**src/hdl/spq_pkg.sv**
```systemverilog
// types, codes and sizes of the sorted priority queue
// used by every module of the block; depends on nothing
package spq_pkg;

  localparam int unsigned CAPACITY  = 16;
  localparam int unsigned CNT_W     = $clog2(CAPACITY + 1);
  localparam int unsigned CNT_OUT_W = 5;
  localparam int unsigned ID_W      = 16;
  localparam int unsigned CLS_W     = 2;

  typedef enum logic [1:0] {
    MODE_INSERT = 2'd0,
    MODE_REMOVE = 2'd1,
    MODE_LOOKUP = 2'd2,
    MODE_NOP    = 2'd3
  } mode_e;

  typedef enum logic [1:0] {
    STATUS_DONE      = 2'd0,
    STATUS_FULL      = 2'd1,
    STATUS_NOT_FOUND = 2'd2
  } status_e;

  typedef enum logic [1:0] {
    ST_IDLE,
    ST_CMP,
    ST_UPD
  } state_e;

  typedef struct packed {
    logic [1:0]       mode;
    logic [ID_W-1:0]  key_id;
    logic [CLS_W-1:0] priority_class;
  } in_item_t;

  typedef struct packed {
    logic [1:0]           status;
    logic [CLS_W-1:0]     found_class;
    logic                 head_valid;
    logic [ID_W-1:0]      head_id;
    logic [CLS_W-1:0]     head_class;
    logic [CNT_OUT_W-1:0] count_class0;
    logic [CNT_OUT_W-1:0] count_class1;
    logic [CNT_OUT_W-1:0] count_other;
  } out_item_t;

  // controller to datapath commands
  typedef struct packed {
    logic load_item;
    logic cmp;
    logic upd;
  } dp_cmd_t;

endpackage

```
**src/hdl/spq_ctrl.sv**
```systemverilog
// controller of the sorted priority queue: handshakes and step sequencing
// depends on spq_pkg
module spq_ctrl (
  input  logic            clk_i,
  input  logic            rst_ni,
  input  logic            in_valid_i,
  output logic            in_ready_o,
  output logic            out_valid_o,
  input  logic            out_ready_i,
  output spq_pkg::dp_cmd_t cmd_o
);

  spq_pkg::state_e state_q, state_d;
  logic out_valid_q, out_valid_d;
  logic out_free;

  assign out_free = !out_valid_q || out_ready_i;

  always_comb begin
    state_d = state_q;
    unique case (state_q)
      spq_pkg::ST_IDLE: begin
        if (in_valid_i) state_d = spq_pkg::ST_CMP;
      end
      spq_pkg::ST_CMP: begin
        state_d = spq_pkg::ST_UPD;
      end
      spq_pkg::ST_UPD: begin
        if (out_free) state_d = in_valid_i ? spq_pkg::ST_CMP : spq_pkg::ST_IDLE;
      end
      default: begin
        state_d = spq_pkg::ST_IDLE;
      end
    endcase
  end

  always_comb begin
    in_ready_o = (state_q == spq_pkg::ST_IDLE) ||
                 ((state_q == spq_pkg::ST_UPD) && out_free);
    cmd_o.load_item = in_valid_i && in_ready_o;
    cmd_o.cmp       = (state_q == spq_pkg::ST_CMP);
    cmd_o.upd       = (state_q == spq_pkg::ST_UPD) && out_free;
    if (cmd_o.upd) begin
      out_valid_d = 1'b1;
    end else if (out_ready_i) begin
      out_valid_d = 1'b0;
    end else begin
      out_valid_d = out_valid_q;
    end
  end

  assign out_valid_o = out_valid_q;

  always_ff @(posedge clk_i or negedge rst_ni) begin
    if (!rst_ni) begin
      state_q     <= spq_pkg::ST_IDLE;
      out_valid_q <= 1'b0;
    end else begin
      state_q     <= state_d;
      out_valid_q <= out_valid_d;
    end
  end

endmodule

```
**src/hdl/spq_datapath.sv**
```systemverilog
// datapath of the sorted priority queue: sorted slot row, compare flags,
// class counters and result register; depends on spq_pkg
module spq_datapath (
  input  logic               clk_i,
  input  logic               rst_ni,
  input  spq_pkg::dp_cmd_t   cmd_i,
  input  spq_pkg::in_item_t  in_item_i,
  output spq_pkg::out_item_t out_item_o
);

  localparam int unsigned CAP = spq_pkg::CAPACITY;

  spq_pkg::in_item_t item_q;

  logic [spq_pkg::ID_W-1:0]  id_q  [CAP];
  logic [spq_pkg::ID_W-1:0]  id_d  [CAP];
  logic [spq_pkg::CLS_W-1:0] cls_q [CAP];
  logic [spq_pkg::CLS_W-1:0] cls_d [CAP];

  logic [spq_pkg::CNT_W-1:0] occ_q, occ_d;
  logic [spq_pkg::CNT_W-1:0] c0_q, c0_d, c1_q, c1_d, cg_q, cg_d;

  logic [CAP-1:0] after_q, after_d;  // new entry goes at or before this cell
  logic [CAP-1:0] match_q, match_d;
  logic [CAP-1:0] any_le, first;

  logic                      full, hit, do_ins, do_rem;
  logic [spq_pkg::CLS_W-1:0] found_cls;
  spq_pkg::out_item_t        res_q, res_d;

  // per-cell compare against the held item
  always_comb begin
    logic valid;
    for (int i = 0; i < CAP; i++) begin
      valid = (spq_pkg::CNT_W'(i) < occ_q);
      after_d[i] = !valid ||
                   (item_q.priority_class < cls_q[i]) ||
                   ((item_q.priority_class == cls_q[i]) && (item_q.key_id < id_q[i]));
      match_d[i] = valid && (id_q[i] == item_q.key_id);
    end
  end

  // first match in sorted order, each cell from a masked reduction of its own
  always_comb begin
    found_cls = '0;
    for (int i = 0; i < CAP; i++) begin
      any_le[i] = |(match_q & ({CAP{1'b1}} >> (CAP - 1 - i)));
    end
    for (int i = 0; i < CAP; i++) begin
      if (i == 0) begin
        first[i] = any_le[i];
      end else begin
        first[i] = any_le[i] && !any_le[(i == 0) ? 0 : i-1];
      end
      found_cls = found_cls | (first[i] ? cls_q[i] : '0);
    end
  end

  assign full   = (occ_q == spq_pkg::CNT_W'(CAP));
  assign hit    = any_le[CAP-1];
  assign do_ins = (item_q.mode == spq_pkg::MODE_INSERT) && !full;
  assign do_rem = (item_q.mode == spq_pkg::MODE_REMOVE) && hit;

  // shift row
  always_comb begin
    for (int i = 0; i < CAP; i++) begin
      id_d[i]  = id_q[i];
      cls_d[i] = cls_q[i];
      if (do_ins && after_q[i]) begin
        if (i == 0 || !after_q[(i == 0) ? 0 : i-1]) begin
          id_d[i]  = item_q.key_id;
          cls_d[i] = item_q.priority_class;
        end else begin
          id_d[i]  = id_q[(i == 0) ? 0 : i-1];
          cls_d[i] = cls_q[(i == 0) ? 0 : i-1];
        end
      end else if (do_rem && any_le[i] && (i < CAP - 1)) begin
        id_d[i]  = id_q[(i < CAP - 1) ? i+1 : i];
        cls_d[i] = cls_q[(i < CAP - 1) ? i+1 : i];
      end
    end
  end

  // occupancy and class counters
  always_comb begin
    logic [spq_pkg::CLS_W-1:0] dcls;
    occ_d = occ_q;
    c0_d  = c0_q;
    c1_d  = c1_q;
    cg_d  = cg_q;
    dcls  = do_ins ? item_q.priority_class : found_cls;
    if (do_ins) begin
      occ_d = occ_q + spq_pkg::CNT_W'(1);
      priority if (dcls == spq_pkg::CLS_W'(0)) c0_d = c0_q + spq_pkg::CNT_W'(1);
      else if (dcls == spq_pkg::CLS_W'(1))     c1_d = c1_q + spq_pkg::CNT_W'(1);
      else                                     cg_d = cg_q + spq_pkg::CNT_W'(1);
    end else if (do_rem) begin
      occ_d = occ_q - spq_pkg::CNT_W'(1);
      priority if (dcls == spq_pkg::CLS_W'(0)) c0_d = c0_q - spq_pkg::CNT_W'(1);
      else if (dcls == spq_pkg::CLS_W'(1))     c1_d = c1_q - spq_pkg::CNT_W'(1);
      else                                     cg_d = cg_q - spq_pkg::CNT_W'(1);
    end
  end

  // result beat from the state after this step
  always_comb begin
    res_d.status      = spq_pkg::STATUS_DONE;
    res_d.found_class = '0;
    unique case (item_q.mode)
      spq_pkg::MODE_INSERT: begin
        if (full) res_d.status = spq_pkg::STATUS_FULL;
      end
      spq_pkg::MODE_REMOVE, spq_pkg::MODE_LOOKUP: begin
        if (hit) begin
          res_d.found_class = found_cls;
        end else begin
          res_d.status = spq_pkg::STATUS_NOT_FOUND;
        end
      end
      default: begin
        res_d.status = spq_pkg::STATUS_DONE;
      end
    endcase
    res_d.head_valid   = (occ_d != '0);
    res_d.head_id      = res_d.head_valid ? id_d[0] : '0;
    res_d.head_class   = res_d.head_valid ? cls_d[0] : '0;
    res_d.count_class0 = spq_pkg::CNT_OUT_W'(c0_d);
    res_d.count_class1 = spq_pkg::CNT_OUT_W'(c1_d);
    res_d.count_other  = spq_pkg::CNT_OUT_W'(cg_d);
  end

  always_ff @(posedge clk_i or negedge rst_ni) begin
    if (!rst_ni) begin
      occ_q <= '0;
      c0_q  <= '0;
      c1_q  <= '0;
      cg_q  <= '0;
    end else if (cmd_i.upd) begin
      occ_q <= occ_d;
      c0_q  <= c0_d;
      c1_q  <= c1_d;
      cg_q  <= cg_d;
    end
  end

  always_ff @(posedge clk_i) begin
    if (cmd_i.load_item) item_q <= in_item_i;
    if (cmd_i.cmp) begin
      after_q <= after_d;
      match_q <= match_d;
    end
    if (cmd_i.upd) begin
      res_q <= res_d;
      for (int i = 0; i < CAP; i++) begin
        id_q[i]  <= id_d[i];
        cls_q[i] <= cls_d[i];
      end
    end
  end

  assign out_item_o = res_q;

endmodule

```
**src/hdl/sorted_priority_queue_top.sv**
```systemverilog
// Sorted priority queue of up to spq_pkg::CAPACITY entries (identifier and
// class), kept ordered by class then identifier in a compare-and-shift row.
// Each input beat runs through a compare step, which checks the item against
// every slot in parallel and registers the flags, and then an update step,
// which shifts the row, updates the class counters and loads the result
// register. A new beat is taken in the cycle the previous one finishes; a
// result that is not taken holds the queue in its update step. Depends on
// spq_pkg, spq_ctrl and spq_datapath.
module sorted_priority_queue_top (
  input  logic               clk_i,
  input  logic               rst_ni,
  input  logic               in_valid_i,
  output logic               in_ready_o,
  input  spq_pkg::in_item_t  in_item_i,
  output logic               out_valid_o,
  input  logic               out_ready_i,
  output spq_pkg::out_item_t out_item_o
);

  spq_pkg::dp_cmd_t cmd;

  spq_ctrl u_ctrl (
    .clk_i       (clk_i),
    .rst_ni      (rst_ni),
    .in_valid_i  (in_valid_i),
    .in_ready_o  (in_ready_o),
    .out_valid_o (out_valid_o),
    .out_ready_i (out_ready_i),
    .cmd_o       (cmd)
  );

  spq_datapath u_datapath (
    .clk_i      (clk_i),
    .rst_ni     (rst_ni),
    .cmd_i      (cmd),
    .in_item_i  (in_item_i),
    .out_item_o (out_item_o)
  );

endmodule

```
**config.mk**
```make
export PLATFORM = sky130hd
export DESIGN_NAME = sorted_priority_queue_top
export DESIGN_NICKNAME = d
export VERILOG_FILES = /design/src/hdl/spq_pkg.sv /design/src/hdl/spq_ctrl.sv /design/src/hdl/spq_datapath.sv /design/src/hdl/sorted_priority_queue_top.sv
export SDC_FILE = /design/constraint.sdc
export NUM_CORES = 1
export LEC_CHECK = 0
export BUFFER_PORTS_ARGS = -buffer_cell sky130_fd_sc_hd__buf_2
export CAP_MARGIN = 25
export CORE_MARGIN = 5
export CORE_UTILIZATION = 52
export CTS_CLUSTER_SIZE = 10
export DETAILED_ROUTE_END_ITERATION = 10
export GPL_TIMING_DRIVEN = 1
export PLACE_DENSITY = 0.68
export SYNTH_ARGS = -nofsm -noshare
export SYNTH_HDL_FRONTEND = slang
export SYNTH_SLANG_ARGS = --single-unit
```
**constraint.sdc**
```tcl
create_clock -name clk_i -period 4.9 [get_ports clk_i]
set_clock_uncertainty 0.1 [all_clocks]
set_input_delay 0.245 -clock clk_i [delete_from_list [all_inputs] [get_ports clk_i]]
set_output_delay 0.245 -clock clk_i [all_outputs]
set_load 0.03 [all_outputs]
```
==> flow_summary.json, run 1 <==
{
  "status": "completed",
  "start_util": 0.524,
  "r2r_cells": 11,
  "min_period_ns": 3.42,
  "synth_nets": 3028,
  "coreArea_um2": 51300,
  "viasPerCell": 6.11,
  "cts-root-buf": "clkbuf_16",
  "final_nets": 3105,
  "firstDrtPassIters": 5,
  "synth_top_family_by_area": "adder cells",
  "hold_class": "input port to async pin",
  "period_share": 0.699,
  "die_y_um": 237,
  "grt_antenna_before_repair": 0,
  "postCtsHoldBufs": 23,
  "layout-drive-gt1-share": 0.0809,
  "slew_headroom": 0.256,
  "postSynthAreaPerCell_um2": 9.95,
  "cp_data_arrival_time_ns": 3.66,
  "diodes": 0,
  "seq_area_frac_synth": 0.443,
  "async_reset_ff_frac": 0.0574,
  "cap_violations": 0,
  "fin_ws_ns": 1.48,
  "netlist_instances": 2704,
  "ir_worst_vdd_mv": 0.248,
  "die_area_um2": 56400,
  "place_ws_ns": 1.60,
  "postCtsSetupBuffers": 0,
  "p_leak_nw": 13.4,
  "crit_type": "flip-flop to flip-flop",
  "tns_ns": 0,
  "rows": 83,
  "clkSlewWorstSetupHoldPaths_ns": 0.06,
  "grt_remaining_overflow": 0,
  "grt_pass1_wl_um": 119000,
  "synth_edf_count": 378,
  "timing.fmax_mhz": 292,
  "yosys.area_share.simple": 0.114,
  "synth-xor-area-share": 0.0101,
  "synth-adder-area-share": 0.140,
  "htreeDepth": 2,
  "hold_viol_final": 0,
  "power_mw": 10.2,
  "synth_compound_area_frac": 0.125,
  "setup_viol": 0,
  "clk_latency_ns": 0.59,
  "ys_warn_count": 0,
  "synth-seq-cells": 401,
  "finalCoreUtilization": 0.585,
  "crit_required_ns": 5.14,
  "netlist_area_um2": 26900,
  "pwr_density_cell_nw_per_um2": 342,
  "wl_per_cell_um": 22.1,
  "dp_hpwl_um": 55400,
  "grt_max_degree": 72,
  "tightestPinTransition_ns": 1.12,
  "route.detailed.drc": 0,
  "numClockSinks": 401,
  "cts_buffers": 48,
  "post_cts_resized": 0,
  "area_delta_synth_final_pct": 11.5,
  "clock_path_buffers": 3,
  "synthFlopType": "edfxtp_1",
  "cp-start-kind": "flip-flop",
  "slew_viol_final": 0,
  "wl_um": 77100,
  "io_pins": 64,
  "groute.usage.overall": 0.264,
  "grt_pass1_vias": 21000,
  "crit_fanout": 19,
  "port_buffers": 63,
  "ys_types": 63,
  "yosys-mux-area-fraction": 0.107,
  "first_iter_violations": 2270,
  "end_kind": "flip-flop",
  "gp_congestion": 0.896,
  "cts_tree": "done",
  "routed-via-count": 21300,
  "detail-route-antenna-nets": 0,
  "die_w_um": 237,
  "rsz0062_at_grt": "no"
}
-- synth_stat cells (2+ instances only) --
library cell,number,area [um^2]
o41ai_1,5,43.8
a21o_1,35,263
mux2i_1,269,2690
xnor2_1,23,201
and3_1,20,125
o21a_1,26,195
nor4_1,10,62.6
nand4_1,57,357
and4_1,3,26.3
buf_2,4,20.0
dfrtp_1,23,576
nand2_1,80,300
o21ai_0,62,310
o211ai_1,30,225
nor4_4,2,42.5
nand2b_1,8,50.1
buf_1,14,52.6
a22oi_1,8,60.1
edfxtp_1,378,11400
o221ai_1,5,43.8
nor2b_1,41,257
or2_2,4,25.0
ha_1,300,3750
inv_1,303,1140
a21oi_1,394,1970
o31ai_1,2,15.0
xor2_1,8,70.1
nor3_1,40,200
or3_1,9,56.3
a221oi_1,3,26.3
nor2_1,333,1250
a41oi_1,5,43.8
mux2_2,16,180
and2_1,4,25.0
nand3_1,29,145
clkbuf_1,116,435
a31oi_1,4,25.0
nand3b_1,6,45.0
-- state kept, by name, summed over array words and instances (netlist names) --
signal                 count
u_datapath.match_q        16
u_datapath.after_q        16
u_datapath.item_q         20
u_datapath.c1_q            5
u_datapath.c0_q            5
u_datapath.cls_q          32
u_datapath.occ_q           5
u_datapath.cg_q            5
u_datapath.id_q          256
u_datapath.out_item_o     38
u_ctrl.state_q             2
u_ctrl.out_valid_o         1
-- layout by cell type, fill, tap and decap left out, types with 26 or more instances in the layout --
cell type / Yosys / layout
a21oi_1: 394 / 392
mux2i_1: 269 / 269
o211ai_1: 30 / 30
buf_4: 0 / 57
nand2_1: 80 / 80
o21ai_0: 62 / 62
clkbuf_16: 0 / 51
inv_1: 303 / 302
nor2_1: 333 / 333
nor3_1: 40 / 40
ha_1: 300 / 300
nand4_1: 57 / 57
nand3_1: 29 / 29
a21o_1: 35 / 35
nor2b_1: 41 / 40
edfxtp_1: 378 / 378
buf_2: 4 / 64
o21a_1: 26 / 26
-- critical path, stage by stage (launching register included) --
cell	delay, ns
dfrtp_1	0.50
inv_1	0.17
ha_1	0.20
nand4bb_1	0.14
buf_4	0.25
nand2_2	0.20
o211ai_4	0.21
o41ai_1	0.52
xor2_1	0.19
nor4_4	0.28
buf_4	0.30
inv_1	0.08
-- layout make-up --
type	count	area, um^2
Clock buffer	67	1330
Clock inverter	9	48.8
Fill cell	4332	21300
Inverter	303	1140
Multi-Input combinational cell	1865	13300
Sequential cell	401	11900
Tap cell	680	851
Timing Repair Buffer	162	1360
-- report_power, final --
| part | internal (mW) | leakage, nW | total, mW | switching, mW |
|---|---|---|---|---|
| combinational | 0.940 | 8.97 | 2.51 | 1.57 |
| clock | 1.86 | 0.666 | 3.26 | 1.41 |
| sequential | 4.13 | 3.72 | 4.47 | 0.335 |
-- routing by layer --
metal  GRT usage  vias up  routed length [um]  share of wire
met5           0        -                   0              0
met4      0.0960        0                2830          0.037
met3      0.0361      173                5640          0.073
met2       0.419      910               34800           0.45
met1       0.375    10400               33800           0.44
li1            -     9835                   -              -
-- through the flow --
stage	std cells	instance area, um^2	hold slack, ns
final	3487	30000	0.0907
after global routing	3487	30000	0.138
after CTS	3477	29800	0.0877
after detailed placement	3378	28200	0.169
after global placement	3370	28000	0.168
after floorplan	2704	26900	-0.151
-- path summary, 6_finish.rpt --
| path | from | slack [ns] | endpoint |
|---|---|---|---|
| max in group asynchronous | rst_ni | 4.21 | u_datapath.c0_q[4] |
| min in group clk_i | in_item_i[17] | 0.26 | u_datapath.item_q[17] |
| max | u_datapath.occ_q[1] | 1.48 | u_datapath.out_item_o[33] |
| max reg2reg | u_datapath.occ_q[1] | 1.48 | u_datapath.out_item_o[33] |
| min reg2reg | u_datapath.cg_q[4] | 0.40 | u_datapath.cg_q[4] |
| min | rst_ni | 0.09 | u_ctrl.out_valid_o |
-- cell families (layout without fill, tap and decap cells) --
family,after synthesis,count (layout)
AND/OR/NAND/NOR,657,657
XOR/XNOR,31,31
flip-flops,401,401
multiplexers,285,285
adder cells (fa/ha/maj),300,300
AO/OA/AOI/OAI,592,592
buffers and inverters,438,541
(Power assumes the default switching activity.)
==> inputs of run 2 (changes only) <==
--- a/config.mk
+++ b/config.mk
@@ -12,7 +12,7 @@
 export CTS_CLUSTER_SIZE = 10
 export DETAILED_ROUTE_END_ITERATION = 10
 export GPL_TIMING_DRIVEN = 1
-export PLACE_DENSITY = 0.68
+export PLACE_DENSITY = 0.71
 export SYNTH_ARGS = -nofsm -noshare
 export SYNTH_HDL_FRONTEND = slang
 export SYNTH_SLANG_ARGS = --single-unit
==> constraint.sdc (replaced) <==
create_clock -name clk_i -period 2.94 [get_ports clk_i]
set_clock_uncertainty 0.1 [all_clocks]
set_input_delay 0.147 -clock clk_i [delete_from_list [all_inputs] [get_ports clk_i]]
set_output_delay 0.147 -clock clk_i [all_outputs]
set_load 0.03 [all_outputs]
==> run 2 against run 1 <==
  * Critical path depth is 3 lower
  * Clock-buffer cell count is 1 lower
  * Cell area is 0.77% higher
  * Wire length is 1.9% lower
  * Via count is 0.17% lower
  * First-iteration DRC count is 7.0% lower
  * Sequential power is 64% higher
  * Clock power is 66% higher
  * Global-route usage is 0.18 points lower
  * Utilization is 0.45 points higher
  * Die area stayed put
  * Largest cell class unchanged
  * Largest power group unchanged
==> flow_summary.json, run 2 (synthesis results as in run 1) <==
{
  "p_leak_nw": 13.5,
  "largest_register": "u_datapath.id_q",
  "rows": 83,
  "tightestPinTransition_ns": 1.01,
  "area_delta_synth_final_pct": 12.3,
  "coreArea_um2": 51300,
  "placed_area_um2": 28600,
  "largest_reg_flops": 256,
  "wl_um": 75700,
  "end_kind": "flip-flop",
  "crit_required_ns": 3.17,
  "die_w_um": 237,
  "slew_headroom": 0.327,
  "viasPerCell": 6.05,
  "port_buffers": 63,
  "r2r_cells": 8,
  "cap_violations": 0,
  "rsz0062_at_grt": "no",
  "start_util": 0.524,
  "groute.usage.overall": 0.263,
  "cts_buffers": 48,
  "grt_antenna_before_repair": 1,
  "r2r_start": "u_datapath.match_q[10]",
  "final_nets": 3133,
  "layout-drive-gt1-share": 0.0942,
  "wl_per_cell_um": 21.5,
  "period_share": 0.944,
  "hold_viol_final": 0,
  "grt_remaining_overflow": 0,
  "die_y_um": 237,
  "hold_class": "input port to flip-flop",
  "hold_depth": 2,
  "grt_pass1_vias": 21200,
  "die_area_um2": 56400,
  "multi_input_area_um2": 13500,
  "layout_common_cells": "386 x a21oi_1, 378 x edfxtp_1, 327 x nor2_1, 302 x inv_1, 300 x ha_1",
  "firstDrtPassIters": 5,
  "nFillCells": 4262,
  "clk_latency_ns": 0.59,
  "cts-root-buf": "clkbuf_16",
  "io_pins": 64,
  "timing.fmax_mhz": 360,
  "htreeDepth": 2,
  "crit_fanout": 13,
  "r2r_slack_ns": 0.16,
  "final_area_um2": 30200,
  "slew_viol_final": 0,
  "grt_max_degree": 72,
  "clkSlewWorstSetupHoldPaths_ns": 0.06,
  "first_iter_violations": 2112,
  "crit_type": "flip-flop to flip-flop",
  "routed-via-count": 21300,
  "status": "completed",
  "worstHoldStart": "in_item_i[10]",
  "dp_hpwl_um": 55800,
  "gp_congestion": 0.898,
  "cp_data_arrival_time_ns": 3.01,
  "rr_endpoint": "u_datapath.out_item_o[4]",
  "detail-route-antenna-nets": 0,
  "layout_commonest_cell": "a21oi_1",
  "pwr_density_cell_nw_per_um2": 564,
  "min_period_ns": 2.78,
  "setup_viol": 0,
  "diodes": 0,
  "route.detailed.drc": 0,
  "numClockSinks": 401,
  "cp-start-kind": "flip-flop",
  "clock_path_buffers": 3,
  "tns_ns": 0,
  "ff_latch_area_um2": 11900,
  "grt_pass1_wl_um": 119000,
  "holdPathEnd": "u_datapath.item_q[10]",
  "cts_tree": "done",
  "ir_worst_vdd_mv": 0.470
}
[run 2: changes by cell type in the layout (fill, tap and decap cells not counted), moves of 2 or more]
cell / previous run / this run
buf_4: 57 / 90
buf_12: 1 / 12
a21oi_4: 0 / 8
buf_16: 8 / 0
buf_8: 8 / 0
a21oi_1: 392 / 386
nor2_1: 333 / 327
nor2_2: 1 / 5
a21oi_2: 2 / 0
clkinv_1: 6 / 8
dlygate4sd3_1: 23 / 25
nor2_4: 0 / 2
[run 2: through the flow]
stage | power [mW] | std cells | util | setup slack [ns] | hold WS (ns)
final | 17.0 | 3515 | 0.589 | 0.164 | 0.171
after global placement | 11.4 | 3413 | 0.557 | 0.240 | 0.0706
after global routing | 17.8 | 3515 | 0.589 | 0.0292 | 0.162
after detailed placement | 11.6 | 3413 | 0.557 | 0.184 | 0.0713
after floorplan | 10.2 | 2704 | - | 0.0491 | -0.249
after CTS | 17.0 | 3515 | 0.589 | 0.169 | 0.141
[run 2: layout make-up]
| class | count | area share |
|---|---|---|
| Inverter | 303 | 0.0376 |
| Timing Repair Buffer | 190 | 0.0490 |
| Tap cell | 680 | 0.0282 |
| Clock buffer | 66 | 0.0434 |
| Clock inverter | 10 | 0.00170 |
| Sequential cell | 401 | 0.395 |
| Multi-Input combinational cell | 1865 | 0.445 |
[run 2: report_power, final]
| group | internal [mW] | switching (mW) |
|---|---|---|
| sequential | 6.89 | 0.427 |
| clock | 3.07 | 2.33 |
| combinational | 1.61 | 2.71 |
| total | 11.6 | 5.47 |
[run 2: per-layer routing]
metal	wire, um	up-vias	share of wire	GRT usage
li1	-	9894	-	-
met1	33300	10400	0.44	0.375
met2	34300	829	0.45	0.414
met3	5700	137	0.075	0.0441
met4	2340	2	0.031	0.0819
met5	14	-	0.00018	0
[run 2: how the worst max path moves through the flow]
stage | end | startpoint
2_1_floorplan | u_datapath.cls_q[0][6] | u_datapath.occ_q[1]
3_3_place_gp | u_datapath.out_item_o[4] | u_datapath.match_q[10]
3_5_place_dp | u_datapath.out_item_o[4] | u_datapath.match_q[10]
4_1_cts | u_datapath.out_item_o[4] | u_datapath.match_q[10]
5_1_grt | u_datapath.out_item_o[26] | u_datapath.match_q[10]
6_report | u_datapath.out_item_o[4] | u_datapath.match_q[10]
[run 2: timing repair]
item | 4_1_cts | 5_1_grt
hold buffers | 26 | 0
hold endpoints to repair | 46 | 0
endpoints found under the setup margin | 0 | 1
buffers inserted | 0 | 0
resized for setup | 0 | 2
[run 2: critical path, stage by stage, from the launching register on]
cell,delay [ns]
edfxtp_1,0.50
nor4_2,0.46
nand3_2,0.20
o211ai_4,0.26
buf_4,0.24
a21oi_1,0.12
a22oi_1,0.36
nor2_1,0.12
xor2_1,0.15
==> inputs of run 3 (changes only) <==
--- a/config.mk
+++ b/config.mk
@@ -12,6 +12,7 @@
 export CTS_CLUSTER_SIZE = 10
 export DETAILED_ROUTE_END_ITERATION = 10
 export GPL_TIMING_DRIVEN = 1
+export HOLD_SLACK_MARGIN = 0.12
 export PLACE_DENSITY = 0.71
 export SYNTH_ARGS = -nofsm -noshare
 export SYNTH_HDL_FRONTEND = slang
==> constraint.sdc (replaced) <==
create_clock -name clk_i -period 2.3 [get_ports clk_i]
set_clock_uncertainty 0.1 [all_clocks]
set_input_delay 0.115 -clock clk_i [delete_from_list [all_inputs] [get_ports clk_i]]
set_output_delay 0.115 -clock clk_i [all_outputs]
set_load 0.03 [all_outputs]
==> run 3 against run 2 <==
  * Sequential share of layout area is 5.0 points lower
  * The flow now finishes with violations (negative setup slack)
  * Combinational power is 65% higher
  * Die area stayed put
  * Largest power group unchanged
==> flow_summary.json, run 3 (synthesis results as in run 1) <==
{
  "cts_buffers": 48,
  "numClockSinks": 401,
  "tns_ns": -17.39,
  "r2r_start": "u_datapath.match_q[11]",
  "crit_path_end": "u_datapath.out_item_o[20]",
  "hold_class": "input port to flip-flop",
  "groute.usage.overall": 0.283,
  "power_mw": 23.3,
  "wl_per_cell_um": 23.3,
  "start_util": 0.524,
  "io_pins": 64,
  "cp.depth": 10,
  "grt_pass1_vias": 22600,
  "period_share": 1.17,
  "diodes": 0,
  "grt_max_degree": 61,
  "die_y_um": 237,
  "rsz0062_at_grt": "yes",
  "layout_commonest_cell": "edfxtp_1",
  "largest_reg_flops": 256,
  "cp-start-kind": "flip-flop",
  "r2r_cells": 10,
  "placed_area_um2": 30000,
  "final_area_um2": 34600,
  "first_iter_violations": 2268,
  "die_area_um2": 56400,
  "ir_worst_vdd_mv": 0.522,
  "cap_violations": 0,
  "r2r_slack_ns": -0.39,
  "die_w_um": 237,
  "hold_viol_final": 0,
  "status": "finished with violations",
  "rr_endpoint": "u_datapath.out_item_o[20]",
  "cp_data_arrival_time_ns": 2.94,
  "largest_register": "u_datapath.id_q",
  "layout-drive-gt1-share": 0.235,
  "crit_fanout": 5,
  "final_nets": 3373,
  "grt_remaining_overflow": 0,
  "clk_latency_ns": 0.60,
  "area_delta_synth_final_pct": 28.7,
  "fin_ws_ns": -0.387,
  "violations": "negative setup slack",
  "crit_path_max_incr_delay_ns": 0.47,
  "grt_antenna_before_repair": 0,
  "gp_congestion": 0.920,
  "crit_type": "flip-flop to flip-flop",
  "crit_chain": "nor4_4, nand3_2, buf_6, o211ai_4, o21ai_4, xor2_2, nor4_4, buf_6, clkbuf_16, nor2_1",
  "clock_path_buffers": 3,
  "cts-root-buf": "clkbuf_16",
  "cp_slowest_cell": "edfxtp_1",
  "route.detailed.drc": 0,
  "critPathTopFamily": "simple AND/OR/NAND/NOR gates",
  "path_buf_inv": 3,
  "port_buffers": 63,
  "htreeDepth": 2,
  "clkSlewWorstSetupHoldPaths_ns": 0.06,
  "critPathLaunch": "u_datapath.match_q[11]",
  "crit_required_ns": 2.55,
  "routed-via-count": 23100,
  "wl_um": 87600,
  "p_leak_nw": 15.2,
  "dp_hpwl_um": 59300,
  "layout_common_cells": "378 x edfxtp_1, 336 x a21oi_1, 309 x nor2_1, 300 x inv_1, 267 x mux2i_1",
  "rows": 83,
  "tightestPinTransition_ns": 0.576,
  "pwr_density_cell_nw_per_um2": 673,
  "end_kind": "flip-flop",
  "min_period_ns": 2.69,
  "grt_pass1_wl_um": 127000,
  "viasPerCell": 6.15,
  "timing.fmax_mhz": 372,
  "slew_headroom": 0.616,
  "coreArea_um2": 51300,
  "setup_viol": 98,
  "cts_tree": "done",
  "slew_viol_final": 0,
  "firstDrtPassIters": 5,
  "detail-route-antenna-nets": 0
}
run 3: final cells by class:
| class | count | area (um^2) |
|---|---|---|
| clock buffer | 65 | 1260 |
| sequential | 401 | 11900 |
| multi-input combinational | 1868 | 15200 |
| inverter | 303 | 1140 |
| clock inverter | 10 | 56.3 |
| timing repair buffer | 427 | 4160 |
| fill | 3695 | 16700 |
| tap | 680 | 851 |
run 3: what timing repair did:
action / CTS / global route
pin swaps: 59 / 143
cloned: 5 / 11
hold buffers: 35 / 0
setup buffers: 26 / 50
resized for setup: 103 / 256
endpoints found under the setup margin: 266 / 274
hold endpoints to repair: 55 / 0
run 3: metrics by stage:
stage | utilization | cells | setup WS [ns] | hold WS (ns)
6_report | 0.675 | 3754 | -0.387 | 0.140
5_1_grt | 0.675 | 3754 | -0.437 | 0.136
4_1_cts | 0.636 | 3700 | -0.282 | 0.121
3_5_place_dp | 0.585 | 3559 | -0.270 | 0.0462
3_3_place_gp | 0.585 | 3559 | -0.249 | 0.0415
2_1_floorplan | - | 2704 | -0.286 | -0.281
run 3: worst reg2reg max path, stage by stage (launching register included):
cell and delay [ns]:
edfxtp_1 0.47, nor4_4 0.34, nand3_2 0.15, buf_6 0.15, o211ai_4 0.26, o21ai_4 0.10, xor2_2 0.19, nor4_4 0.27
buf_6 0.18, clkbuf_16 0.17, nor2_1 0.05
run 3: worst min path at each step:
stage,startpoint,to,depth (start not counted)
4_1_cts,in_item_i[5],u_datapath.item_q[5],2
6_report,in_item_i[12],u_datapath.item_q[12],2
3_3_place_gp,rst_ni,u_ctrl.state_q[0],1
5_1_grt,in_item_i[6],u_datapath.item_q[6],2
2_1_floorplan,rst_ni,u_ctrl.out_valid_o,0
3_5_place_dp,rst_ni,u_ctrl.state_q[0],1
run 3: report_power, final:
group	switching, mW	internal (mW)	leakage [nW]
logic	4.27	2.90	10.9
clock network	3.04	3.79	0.638
registers	0.527	8.80	3.72
run 3: layer usage:
| metal | vias to the layer above | track usage | part of all wire |
|---|---|---|---|
| met5 | - | 0 | 0 |
| met4 | 0 | 0.0987 | 0.044 |
| met3 | 193 | 0.0405 | 0.078 |
| met2 | 1019 | 0.466 | 0.47 |
| met1 | 11500 | 0.386 | 0.41 |
| li1 | 10400 | - | - |
